==> config.mk <==
export PLATFORM = sky130hd
export DESIGN_NAME = binary_to_decimal_ascii
export DESIGN_NICKNAME = d
export VERILOG_FILES = /design/src/rtl/core/b2da_pkg.sv /design/src/rtl/core/b2da_cell.sv /design/src/rtl/core/b2da_seq.sv /design/src/rtl/core/binary_to_decimal_ascii.sv
export SDC_FILE = /design/constraint.sdc
export NUM_CORES = 1
export LEC_CHECK = 0
export BUFFER_PORTS_ARGS = -buffer_cell sky130_fd_sc_hd__clkbuf_2
export CAP_MARGIN = 25
export CORE_MARGIN = 10
export CORE_UTILIZATION = 66
export CTS_CLUSTER_SIZE = 8
export DETAILED_ROUTE_END_ITERATION = 10
export PLACE_DENSITY = 0.86
export SYNTH_ARGS = -nofsm -noshare
export SYNTH_HDL_FRONTEND = slang
export SYNTH_SLANG_ARGS = --single-unit
==> constraint.sdc <==
create_clock -name clk -period 6.3 [get_ports clk]
set_input_delay 0.315 -clock clk [delete_from_list [all_inputs] [get_ports clk]]
set_output_delay 0.315 -clock clk [all_outputs]
set_load 0.03 [all_outputs]
==> src/rtl/core/b2da_pkg.sv <==
// ----------------------------------------------------------------------------
// b2da_pkg
// Shared constants and types for the binary to decimal ASCII converter.
// ----------------------------------------------------------------------------
`default_nettype none

package b2da_pkg;

  localparam int DEF_MAX_PAD_DIGITS = 16;
  localparam int DEF_VALUE_BITS     = 31;

  localparam int DIGIT_BITS = 4;
  localparam int CH_BITS    = 6;
  localparam int MIN_BITS   = 5;
  localparam int LEN_BITS   = 5;

  localparam logic [CH_BITS-1:0]    ASCII_ZERO = 6'd48;
  localparam logic [CH_BITS-1:0]    ASCII_NUL  = 6'd0;
  localparam logic [DIGIT_BITS-1:0] DIGIT_MAX  = 4'd9;

  // sequencer states
  typedef enum logic [1:0] {
    ST_IDLE,
    ST_CONV,
    ST_EMIT
  } b2da_state_t;

  // control broadcast to every digit cell
  typedef struct packed {
    logic clear;
    logic dabble;
    logic move;
  } b2da_ctl_t;

endpackage

`default_nettype wire

==> src/rtl/core/b2da_cell.sv <==
// ----------------------------------------------------------------------------
// b2da_cell
// One BCD digit of the conversion chain: clear, shift-add-3 step or digit move.
// ----------------------------------------------------------------------------
`default_nettype none

module b2da_cell (
  input  wire logic                           clk,
  input  wire b2da_pkg::b2da_ctl_t            ctl,
  input  wire logic                           carry_in,
  input  wire logic [b2da_pkg::DIGIT_BITS-1:0] digit_in,
  output logic      [b2da_pkg::DIGIT_BITS-1:0] digit,
  output logic                                carry_out
);

  logic [b2da_pkg::DIGIT_BITS-1:0] adj;

  // add 3 when the digit would overflow past 9 after doubling
  always_comb begin
    adj       = (digit >= 4'd5) ? digit + 4'd3 : digit;
    carry_out = adj[b2da_pkg::DIGIT_BITS-1];
  end

  always_ff @(posedge clk) begin
    if (ctl.clear) begin
      digit <= '0;
    end else if (ctl.dabble) begin
      digit <= {adj[b2da_pkg::DIGIT_BITS-2:0], carry_in};
    end else if (ctl.move) begin
      digit <= digit_in;
    end
  end

endmodule

`default_nettype wire

==> src/rtl/core/b2da_seq.sv <==
// ----------------------------------------------------------------------------
// b2da_seq
// Sequencer: request intake, bit feed into the digit chain, digit emission.
// ----------------------------------------------------------------------------
`default_nettype none

module b2da_seq #(
  parameter int MAX_PAD_DIGITS = b2da_pkg::DEF_MAX_PAD_DIGITS,
  parameter int VALUE_BITS     = b2da_pkg::DEF_VALUE_BITS,
  parameter int NUM_DIGITS     = b2da_pkg::DEF_MAX_PAD_DIGITS
) (
  input  wire logic                             clk,
  input  wire logic                             rst,
  input  wire logic                             in_valid,
  output logic                                  in_stall,
  input  wire logic [VALUE_BITS-1:0]            value,
  input  wire logic [b2da_pkg::MIN_BITS-1:0]    min_digits,
  output logic                                  out_valid,
  input  wire logic                             out_stall,
  output logic      [b2da_pkg::CH_BITS-1:0]     ch,
  output logic                                  last,
  output logic      [b2da_pkg::LEN_BITS-1:0]    length,
  input  wire logic [b2da_pkg::DIGIT_BITS-1:0]  top_digit,
  output b2da_pkg::b2da_ctl_t                   ctl,
  output logic                                  feed_bit
);

  localparam int WW = $clog2(MAX_PAD_DIGITS + 1);
  localparam int PW = $clog2(NUM_DIGITS + 1);
  localparam int BW = $clog2(VALUE_BITS);

  b2da_pkg::b2da_state_t state, state_next;

  logic [VALUE_BITS-1:0] shreg, shreg_next;
  logic [BW-1:0]         bitcnt, bitcnt_next;
  logic [WW-1:0]         want, want_next;
  logic [PW-1:0]         pos, pos_next;
  logic [PW-1:0]         count, count_next;
  logic                  started, started_next;

  logic                              out_free;
  logic                              load_out;
  logic [b2da_pkg::CH_BITS-1:0]      ch_next;
  logic                              last_next;
  logic [b2da_pkg::LEN_BITS-1:0]     length_next;
  logic                              skip;

  assign out_free = !out_valid || !out_stall;
  assign feed_bit = shreg[VALUE_BITS-1];
  assign skip     = !started && (top_digit == '0) && (pos > PW'(want));

  always_ff @(posedge clk) begin
    if (rst) begin
      state <= b2da_pkg::ST_IDLE;
    end else begin
      state <= state_next;
    end
  end

  always_comb begin
    state_next   = state;
    shreg_next   = shreg;
    bitcnt_next  = bitcnt;
    want_next    = want;
    pos_next     = pos;
    count_next   = count;
    started_next = started;
    ctl          = '0;
    in_stall     = 1'b1;
    load_out     = 1'b0;
    ch_next      = b2da_pkg::ASCII_NUL;
    last_next    = 1'b0;
    length_next  = '0;
    case (state)
      b2da_pkg::ST_IDLE: begin
        in_stall = 1'b0;
        if (in_valid) begin
          ctl.clear   = 1'b1;
          shreg_next  = value;
          bitcnt_next = BW'(VALUE_BITS - 1);
          if ({2'b00, min_digits} > 7'(MAX_PAD_DIGITS)) begin
            want_next = WW'(MAX_PAD_DIGITS);
          end else begin
            want_next = WW'(min_digits);
          end
          state_next = b2da_pkg::ST_CONV;
        end
      end
      b2da_pkg::ST_CONV: begin
        // one value bit enters the chain per cycle, msb first
        ctl.dabble = 1'b1;
        shreg_next = {shreg[VALUE_BITS-2:0], 1'b0};
        bitcnt_next = bitcnt - 1'b1;
        if (bitcnt == '0) begin
          pos_next     = PW'(NUM_DIGITS);
          count_next   = '0;
          started_next = 1'b0;
          state_next   = b2da_pkg::ST_EMIT;
        end
      end
      b2da_pkg::ST_EMIT: begin
        if (pos == '0) begin
          if (out_free) begin
            load_out    = 1'b1;
            ch_next     = b2da_pkg::ASCII_NUL;
            last_next   = 1'b1;
            length_next = b2da_pkg::LEN_BITS'(count);
            state_next  = b2da_pkg::ST_IDLE;
          end
        end else if (skip) begin
          // leading zero beyond the minimum width
          ctl.move = 1'b1;
          pos_next = pos - 1'b1;
        end else if (out_free) begin
          load_out     = 1'b1;
          ch_next      = b2da_pkg::ASCII_ZERO + {2'b00, top_digit};
          ctl.move     = 1'b1;
          pos_next     = pos - 1'b1;
          count_next   = count + 1'b1;
          started_next = 1'b1;
        end
      end
      default: begin
        state_next = b2da_pkg::ST_IDLE;
      end
    endcase
  end

  always_ff @(posedge clk) begin
    shreg   <= shreg_next;
    bitcnt  <= bitcnt_next;
    want    <= want_next;
    pos     <= pos_next;
    count   <= count_next;
    started <= started_next;
    if (load_out) begin
      ch     <= ch_next;
      last   <= last_next;
      length <= length_next;
    end
  end

  always_ff @(posedge clk) begin
    if (rst) begin
      out_valid <= 1'b0;
    end else if (load_out) begin
      out_valid <= 1'b1;
    end else if (!out_stall) begin
      out_valid <= 1'b0;
    end
  end

`ifndef SYNTHESIS
  a_count_bound: assert property (@(posedge clk) disable iff (rst)
    state == b2da_pkg::ST_EMIT |->
      ({1'b0, count} + {1'b0, pos}) <= (PW+1)'(NUM_DIGITS))
    else $error("emitted digit count exceeds scanned positions");

  a_top_decimal: assert property (@(posedge clk) disable iff (rst)
    state == b2da_pkg::ST_EMIT |-> top_digit <= b2da_pkg::DIGIT_MAX)
    else $error("non-decimal digit at head of chain");

  a_accept_conv: assert property (@(posedge clk) disable iff (rst)
    (state == b2da_pkg::ST_IDLE && in_valid) |=> state == b2da_pkg::ST_CONV)
    else $error("accepted request did not start conversion");

  a_nul_close: assert property (@(posedge clk) disable iff (rst)
    (state == b2da_pkg::ST_EMIT && pos == '0 && out_free) |=>
      (out_valid && last && state == b2da_pkg::ST_IDLE))
    else $error("closing nul not issued");

  a_digit_ascii: assert property (@(posedge clk) disable iff (rst)
    (out_valid && !last) |->
      (ch >= b2da_pkg::ASCII_ZERO && ch <= b2da_pkg::ASCII_ZERO + 6'(b2da_pkg::DIGIT_MAX)))
    else $error("digit result outside ascii digit range");
`endif

endmodule

`default_nettype wire

==> src/rtl/core/binary_to_decimal_ascii.sv <==
// ----------------------------------------------------------------------------
// binary_to_decimal_ascii
// Binary integer to zero-padded decimal ASCII text, msd first, nul closed.
// ----------------------------------------------------------------------------
//  channel | signals                          | direction
//  --------+----------------------------------+----------
//  in      | in_valid, in_stall, value,       | request in
//          | min_digits                       |
//  out     | out_valid, out_stall, ch, last,  | characters out
//          | length                           |
//
//  one request at a time: intake, VALUE_BITS shift-add-3 steps through the
//  digit chain, then one step per chain position (max of MAX_PAD_DIGITS
//  and the digit count of VALUE_BITS) plus the nul
//  out_stall only holds emission, leading zero positions still advance
//  the next request is taken while the closing nul waits in the output register
//  rst is synchronous and clears the sequencer and output valid
// ----------------------------------------------------------------------------
`default_nettype none

module binary_to_decimal_ascii #(
  parameter int MAX_PAD_DIGITS = b2da_pkg::DEF_MAX_PAD_DIGITS,
  parameter int VALUE_BITS     = b2da_pkg::DEF_VALUE_BITS
) (
  input  wire logic                          clk,
  input  wire logic                          rst,
  input  wire logic                          in_valid,
  output logic                               in_stall,
  input  wire logic [VALUE_BITS-1:0]         value,
  input  wire logic [b2da_pkg::MIN_BITS-1:0] min_digits,
  output logic                               out_valid,
  input  wire logic                          out_stall,
  output logic      [b2da_pkg::CH_BITS-1:0]  ch,
  output logic                               last,
  output logic      [b2da_pkg::LEN_BITS-1:0] length
);

  // decimal digits of 2^VALUE_BITS - 1
  localparam int VALUE_DIGITS = (VALUE_BITS * 1233) / 4096 + 1;
  localparam int NUM_DIGITS   = (VALUE_DIGITS > MAX_PAD_DIGITS) ?
                                VALUE_DIGITS : MAX_PAD_DIGITS;

  b2da_pkg::b2da_ctl_t ctl;
  logic                feed_bit;

  logic [b2da_pkg::DIGIT_BITS-1:0] dig [NUM_DIGITS];
  logic [NUM_DIGITS-1:0]           carry;

  b2da_seq #(
    .MAX_PAD_DIGITS (MAX_PAD_DIGITS),
    .VALUE_BITS     (VALUE_BITS),
    .NUM_DIGITS     (NUM_DIGITS)
  ) u_seq (
    .clk        (clk),
    .rst        (rst),
    .in_valid   (in_valid),
    .in_stall   (in_stall),
    .value      (value),
    .min_digits (min_digits),
    .out_valid  (out_valid),
    .out_stall  (out_stall),
    .ch         (ch),
    .last       (last),
    .length     (length),
    .top_digit  (dig[NUM_DIGITS-1]),
    .ctl        (ctl),
    .feed_bit   (feed_bit)
  );

  // cell 0 holds the least significant digit; digits move upward on emission
  for (genvar i = 0; i < NUM_DIGITS; i++) begin : g_cell
    if (i == 0) begin : g_first
      b2da_cell u_cell (
        .clk       (clk),
        .ctl       (ctl),
        .carry_in  (feed_bit),
        .digit_in  ('0),
        .digit     (dig[i]),
        .carry_out (carry[i])
      );
    end else begin : g_rest
      b2da_cell u_cell (
        .clk       (clk),
        .ctl       (ctl),
        .carry_in  (carry[i-1]),
        .digit_in  (dig[i-1]),
        .digit     (dig[i]),
        .carry_out (carry[i])
      );
    end
  end

endmodule

`default_nettype wire
* After elaboration in Yosys (flattened, before gate mapping)
Index checks and enable logic that the tools add are counted.
** Storage, ports and cells
- Register bits :: 131
- Input bits :: 40
- Word-level logic and storage cells :: 183
** Operators by class
- $add $sub $neg :: 20
- Order comparisons :: 18
- Equality and inequality tests :: 10
- Muxes and demuxes :: 85
- Bitwise logic cells :: 2
- Reduce and logical (&&, ||, !) cells :: 21
** Operators with widths (number)
- 4-bit 2-to-1 mux :: 47
- 4-bit by 3-bit >= comparator with 1-bit output, second input constant :: 16
- 31-bit case mux with 2 select lines :: 1
- 4-bit by 2-bit adder with 4-bit output, second input constant :: 15
- 5-bit 2-to-1 mux :: 9
- 31-bit 2-to-1 mux :: 1
- 5-bit case mux with 2 select lines :: 3
- 1-bit 2-to-1 mux :: 17
- 5-bit logical NOT :: 2
- 5-bit by 1-bit subtractor with 5-bit output, second input constant :: 2
- 2-bit 2-to-1 mux :: 4
- 2-bit by 1-bit != test with 1-bit output, second input constant :: 4
- 4-bit AND reduction :: 2
- 5-bit by 5-bit adder with 6-bit output, first input constant :: 1
- 2-bit != test, second input constant :: 3
- 2-bit case mux with 3 select lines :: 1
- 2-bit AND reduction :: 3
- 2-bit nonzero test :: 3
- 5-bit by 1-bit adder with 5-bit output, second input constant :: 1
- 5-bit greater-than comparator :: 1
- 5-bit greater-than comparator, second input constant :: 1
- 5-bit AND reduction :: 1
- 4-bit logical NOT :: 1
- 4-bit OR reduction :: 1
- 12 further kinds :: 16

* Depth between registers and ports, before layout
- Word-level depth :: 8
- Mapped depth :: 9

* Modules after synthesis
Synthesis repeated with hierarchy kept, for this count alone.
** Unflattened totals
- Cells, all modules :: 767
- Area, all modules :: 7490.9 µm²
** By module, submodules not included
- b2da_cell :: times used 16, cells an instance 35, area each 280.3 µm², seq. area each 80.1 µm²
- b2da_seq :: times used 1, cells an instance 206, area each 3002.9 µm², seq. area each 1951.9 µm²
- binary_to_decimal_ascii :: times used 1, cells an instance 1, area each 3.8 µm², seq. area each 0.0 µm²

* Worst setup path before layout
Ideal clock, no wire load.
- Path type :: register to register
- Start :: register u_seq.state[1]
- End :: register u_seq.bitcnt[0], enable pin
- Arrival time :: 3.625 ns
- Slack :: 2.196 ns
- Cell stages (with the launch flop) :: 7
- Period minus slack after synthesis :: 4.104 ns
- Cell sequence :: dfxtp_1 > inv_1 > ha_1 > clkbuf_1 > inv_1 > clkbuf_1 > o21ai_0
** Between the ends
- Cells in the longest elaborated chain, start to end :: 3
** Ends and longest elaborated chain
- from (decl) :: RTL line b2da_seq.sv:32 : b2da_pkg::b2da_state_t state, state_next;
- from (signal assigned) :: RTL line b2da_seq.sv:54 : state <= b2da_pkg::ST_IDLE;
- from (signal assigned) :: RTL line b2da_seq.sv:56 : state <= state_next;
- 2-bit by 1-bit equality test with 1-bit output or 2-bit logical NOT (tied branches) :: RTL line b2da_seq.sv:74 : case (state)
- 2-bit nonzero test (no source line) or 2-bit != test (tied branches)
- 2-bit AND reduction (no source line) *
- to (signal assigned) :: RTL line b2da_seq.sv:131 : bitcnt <= bitcnt_next;
- to (decl) :: RTL line b2da_seq.sv:35 : logic [BW-1:0] bitcnt, bitcnt_next;
Mark *: on every way between the ends. The rest lies on a longest branch, timed or not.
A chain may end at the register's enable or synchronous reset.

* Final worst setup path
- Start :: register u_seq.pos[1]
- End :: register g_cell[12].g_rest.u_cell.digit[2] in the netlist's numbering
** Between the ends
- Cells in the longest elaborated chain, start to end :: 6
** Ends and longest elaborated chain
- from (decl) :: RTL line b2da_seq.sv:37 : logic [PW-1:0] pos, pos_next;
- from (signal assigned) :: RTL line b2da_seq.sv:133 : pos <= pos_next;
- 5-bit greater-than comparator :: RTL line b2da_seq.sv:50 : assign skip = !started && (top_digit == '0) && (pos > PW'(want));
- 1-bit logical AND :: RTL line b2da_seq.sv:50
- 1-bit 2-to-1 mux :: RTL line b2da_seq.sv:110 : end else if (skip) begin
- 1-bit 2-to-1 mux * :: RTL line b2da_seq.sv:102 : if (pos == '0) begin
- 1-bit 2-to-1 mux * :: RTL line b2da_seq.sv:74
- 2-bit nonzero test (no source line) *
- to (signal assigned) :: RTL line b2da_cell.sv:28 : digit <= {adj[b2da_pkg::DIGIT_BITS-2:0], carry_in};
- to (signal assigned) :: RTL line b2da_cell.sv:30 : digit <= digit_in;
- to (decl) :: RTL line b2da_cell.sv:12 : output logic [b2da_pkg::DIGIT_BITS-1:0] digit,
Marks and branches as above.

==> flow_summary.ini <==
[critical_path]
cp-start-kind = register
required_ns = 6.61
cp_max_fo = 42
cp.arrival_ns = 3.51
end_kind = register
crit_type = register to register

[logic_synthesis]
yosysWarnings = 0
synth_most_common_cell = a21oi_1
ys.flop_type = dfxtp_1
netlist_area_um2 = 7742
synth.distinct_cells = 49
synthCells = 786
avgSynthCellArea_um2 = 9.850
synth_edf_count = 63
synthTopCellsByCount = a21oi_1 (116), dfxtp_1 (67), edfxtp_1 (63)
yosys.area.top_type_share = 0.2443
synthTopCellsByArea = edfxtp_1 (24%), dfxtp_1 (17%), a21oi_1 (7.5%), ha_1 (7.4%), mux2_2 (6.4%)
async_flop_share = 0
syn_nets = 872
synth_area_leader_cell = edfxtp_1
seq_area_frac_synth = 0.4176
synth-seq-cells = 130

[power_and_ir_drop]
internal-power_mw = 3.022
power.total_mw = 5.207
powerDensity_nw_per_um2 = 600.4
leakage_nw = 3.361
irDropWorstVdd_mv = 0.4054
clockPowerShare = 0.183
power_switching_mw = 2.184
sw_frac_of_total = 0.4195
seqPwrFrac = 0.308
comb_power_share = 0.509

[placed_design]
portBuffers = 53
gp_congestion = 0.8462
pre_cts_ws_ns = 3.111
hpwl_mm = 11.12

[job]
max_cap_viol_count = 0

[clock_network]
cts_sinks = 130
max-clock-path-buffers = 2
cts_buffers = 17
h-tree-depth = 4
worstSkewPairLatency_ns = 0.43
cts_root_buffer = clkbuf_16
postCtsSetupRepairBufs = 0
hold_buffers = 0
path_clk_slew_ns = 0.06
cts_tree = done
cts_resized = 0

[cells_and_area]
post-route-util = 0.7562
diodes = 0
seqCellArea_um2 = 3233
nFillCells = 720
final_layout_size_suffix_gt1_frac = 0.1886
nets = 895
synthToLayoutAreaGrowth_pct = 12.01
multi_input_area_um2 = 4093

[die]
die_x_um = 128.3
die-area_um2 = 16460
rows = 39
ios = 54
initial_core_util = 0.6752
die_y_um = 128.3
core_area_um2 = 11470

[route]
ant_nets = 0
num_vias = 6321
drc = 0
wl_mm = 17.94
vias_per_cell = 6.550
drt_first_iter_violations = 848
wire_per_inst_um = 18.59
drt_pass1_iterations = 7

[global_routing]
grt.overflow.total = 0
grt_start_max_net_pins = 105
track_usage = 0.2141
antenna_found_initial = 0
grt_pass1_wl_mm = 29.18
grt_pass1_vias = 6069

[hold_path]
hp-class = input port to register

[timing]
max_freq_mhz = 311.9
layout_min_cycle_time_ns = 3.206
slew_headroom = 0.3868
setup_tns_ns = 0
worstMarginPinSlew_ns = 0.9187
whs_ns = 0.08365
fin_ws_ns = 3.094
setup_violations = 0
hold_viol_final = 0
grt_setup_unrepaired = false
fin_skew_ns = 0.006793
finalCritPeriodShare = 0.5089
slew_violations = 0

[run_status]
outcome = finished clean
==> routing by layer <==
metal | up-vias | wire (um) | GRT usage
met5 | - | 0 | 0
met4 | 0 | 283 | 0.06954
met3 | 31 | 1099 | 0.05170
met1 | 3023 | 7300 | 0.2503
li1 | 3022 | - | -
met2 | 245 | 9251 | 0.3763
==> stage by stage <==
step,instances,cell area [um2]
after floorplan,786,7742
after global placement,928,8003
after detailed placement,929,8030
after CTS,961,8606
after global routing,965,8672
final,965,8672
==> worst max-delay path, stage by stage, from the launching register on <==
cell and delay (ns):
edfxtp_1 0.44, inv_1 0.12, ha_1 0.14, or4b_1 0.43, buf_4 0.29, nand3_2 0.69, o21ai_2 0.38, buf_6 0.27
o311a_1 0.29
==> placed cells by master (no fill, tap or decap), drive strengths merged, types with 2 or more instances in the layout <==
cell,instances
nand2b,16
o211ai,33
clkinv,4
nand3,6
mux2,44
clkinvlp,4
nor2b,9
dfxtp,67
inv,50
o311a,42
mux2i,3
buf,12
xnor2,20
o2111ai,36
nor3b,28
edfxtp,63
nor3,6
nand2,17
ha,46
a211oi,4
or2,5
o21ai,26
nand3b,2
and2,13
xor2,3
o211a,7
clkbuf,74
o21a,2
and3,11
a21oi,117
nor2,41
==> final cells by class <==
| cell class | count | share of cell area |
|---|---|---|
| Multi-Input combinational cell | 547 | 0.4719 |
| Sequential cell | 130 | 0.3728 |
| Clock buffer | 21 | 0.05425 |
| Timing Repair Buffer | 65 | 0.04747 |
| Inverter | 48 | 0.02078 |
| Tap cell | 143 | 0.02063 |
| Clock inverter | 11 | 0.01212 |
==> cells by family after synthesis <==
logic type	Yosys count	synth area share
mux	47	0.06787
buf+inv	109	0.05737
simple gates	157	0.1134
xor+xnor	23	0.02602
fa+ha+maj	46	0.07434
flops	130	0.4176
compound gates	274	0.2434
==> state kept, by name, indices dropped and copies added (netlist names), 2 cells and up <==
name,flops
u_seq.pos,5
u_seq.ch,5
u_seq.bitcnt,5
u_seq.shreg,31
u_seq.state,2
g_cell.g_first.u_cell.digit,4
u_seq.want,5
g_cell.g_rest.u_cell.digit,60
u_seq.length,5
u_seq.count,5
==> worst paths after layout <==
path | cells past startpoint | startpoint | endpoint | slack [ns]
hold reg to reg | 1 | g_cell[15].g_rest.u_cell.digit[1] | g_cell[15].g_rest.u_cell.digit[1] | 0.52
hold / removal | 2 | rst | u_seq.out_valid | 0.08
setup reg to reg | 8 | u_seq.pos[1] | g_cell[12].g_rest.u_cell.digit[2] | 3.09
setup / recovery | 8 | u_seq.pos[1] | g_cell[12].g_rest.u_cell.digit[2] | 3.09
==> power by group through the flow <==
stage	Combinational (mW)	Sequential, mW	Clock [mW]
floorplan	2.04	1.57	0
global placement	2.40	1.58	0
detailed placement	2.54	1.61	0
CTS	2.58	1.60	0.955
global route	2.92	1.65	0.994
finish	2.65	1.60	0.954
Power figures use the tool's default switching activity.
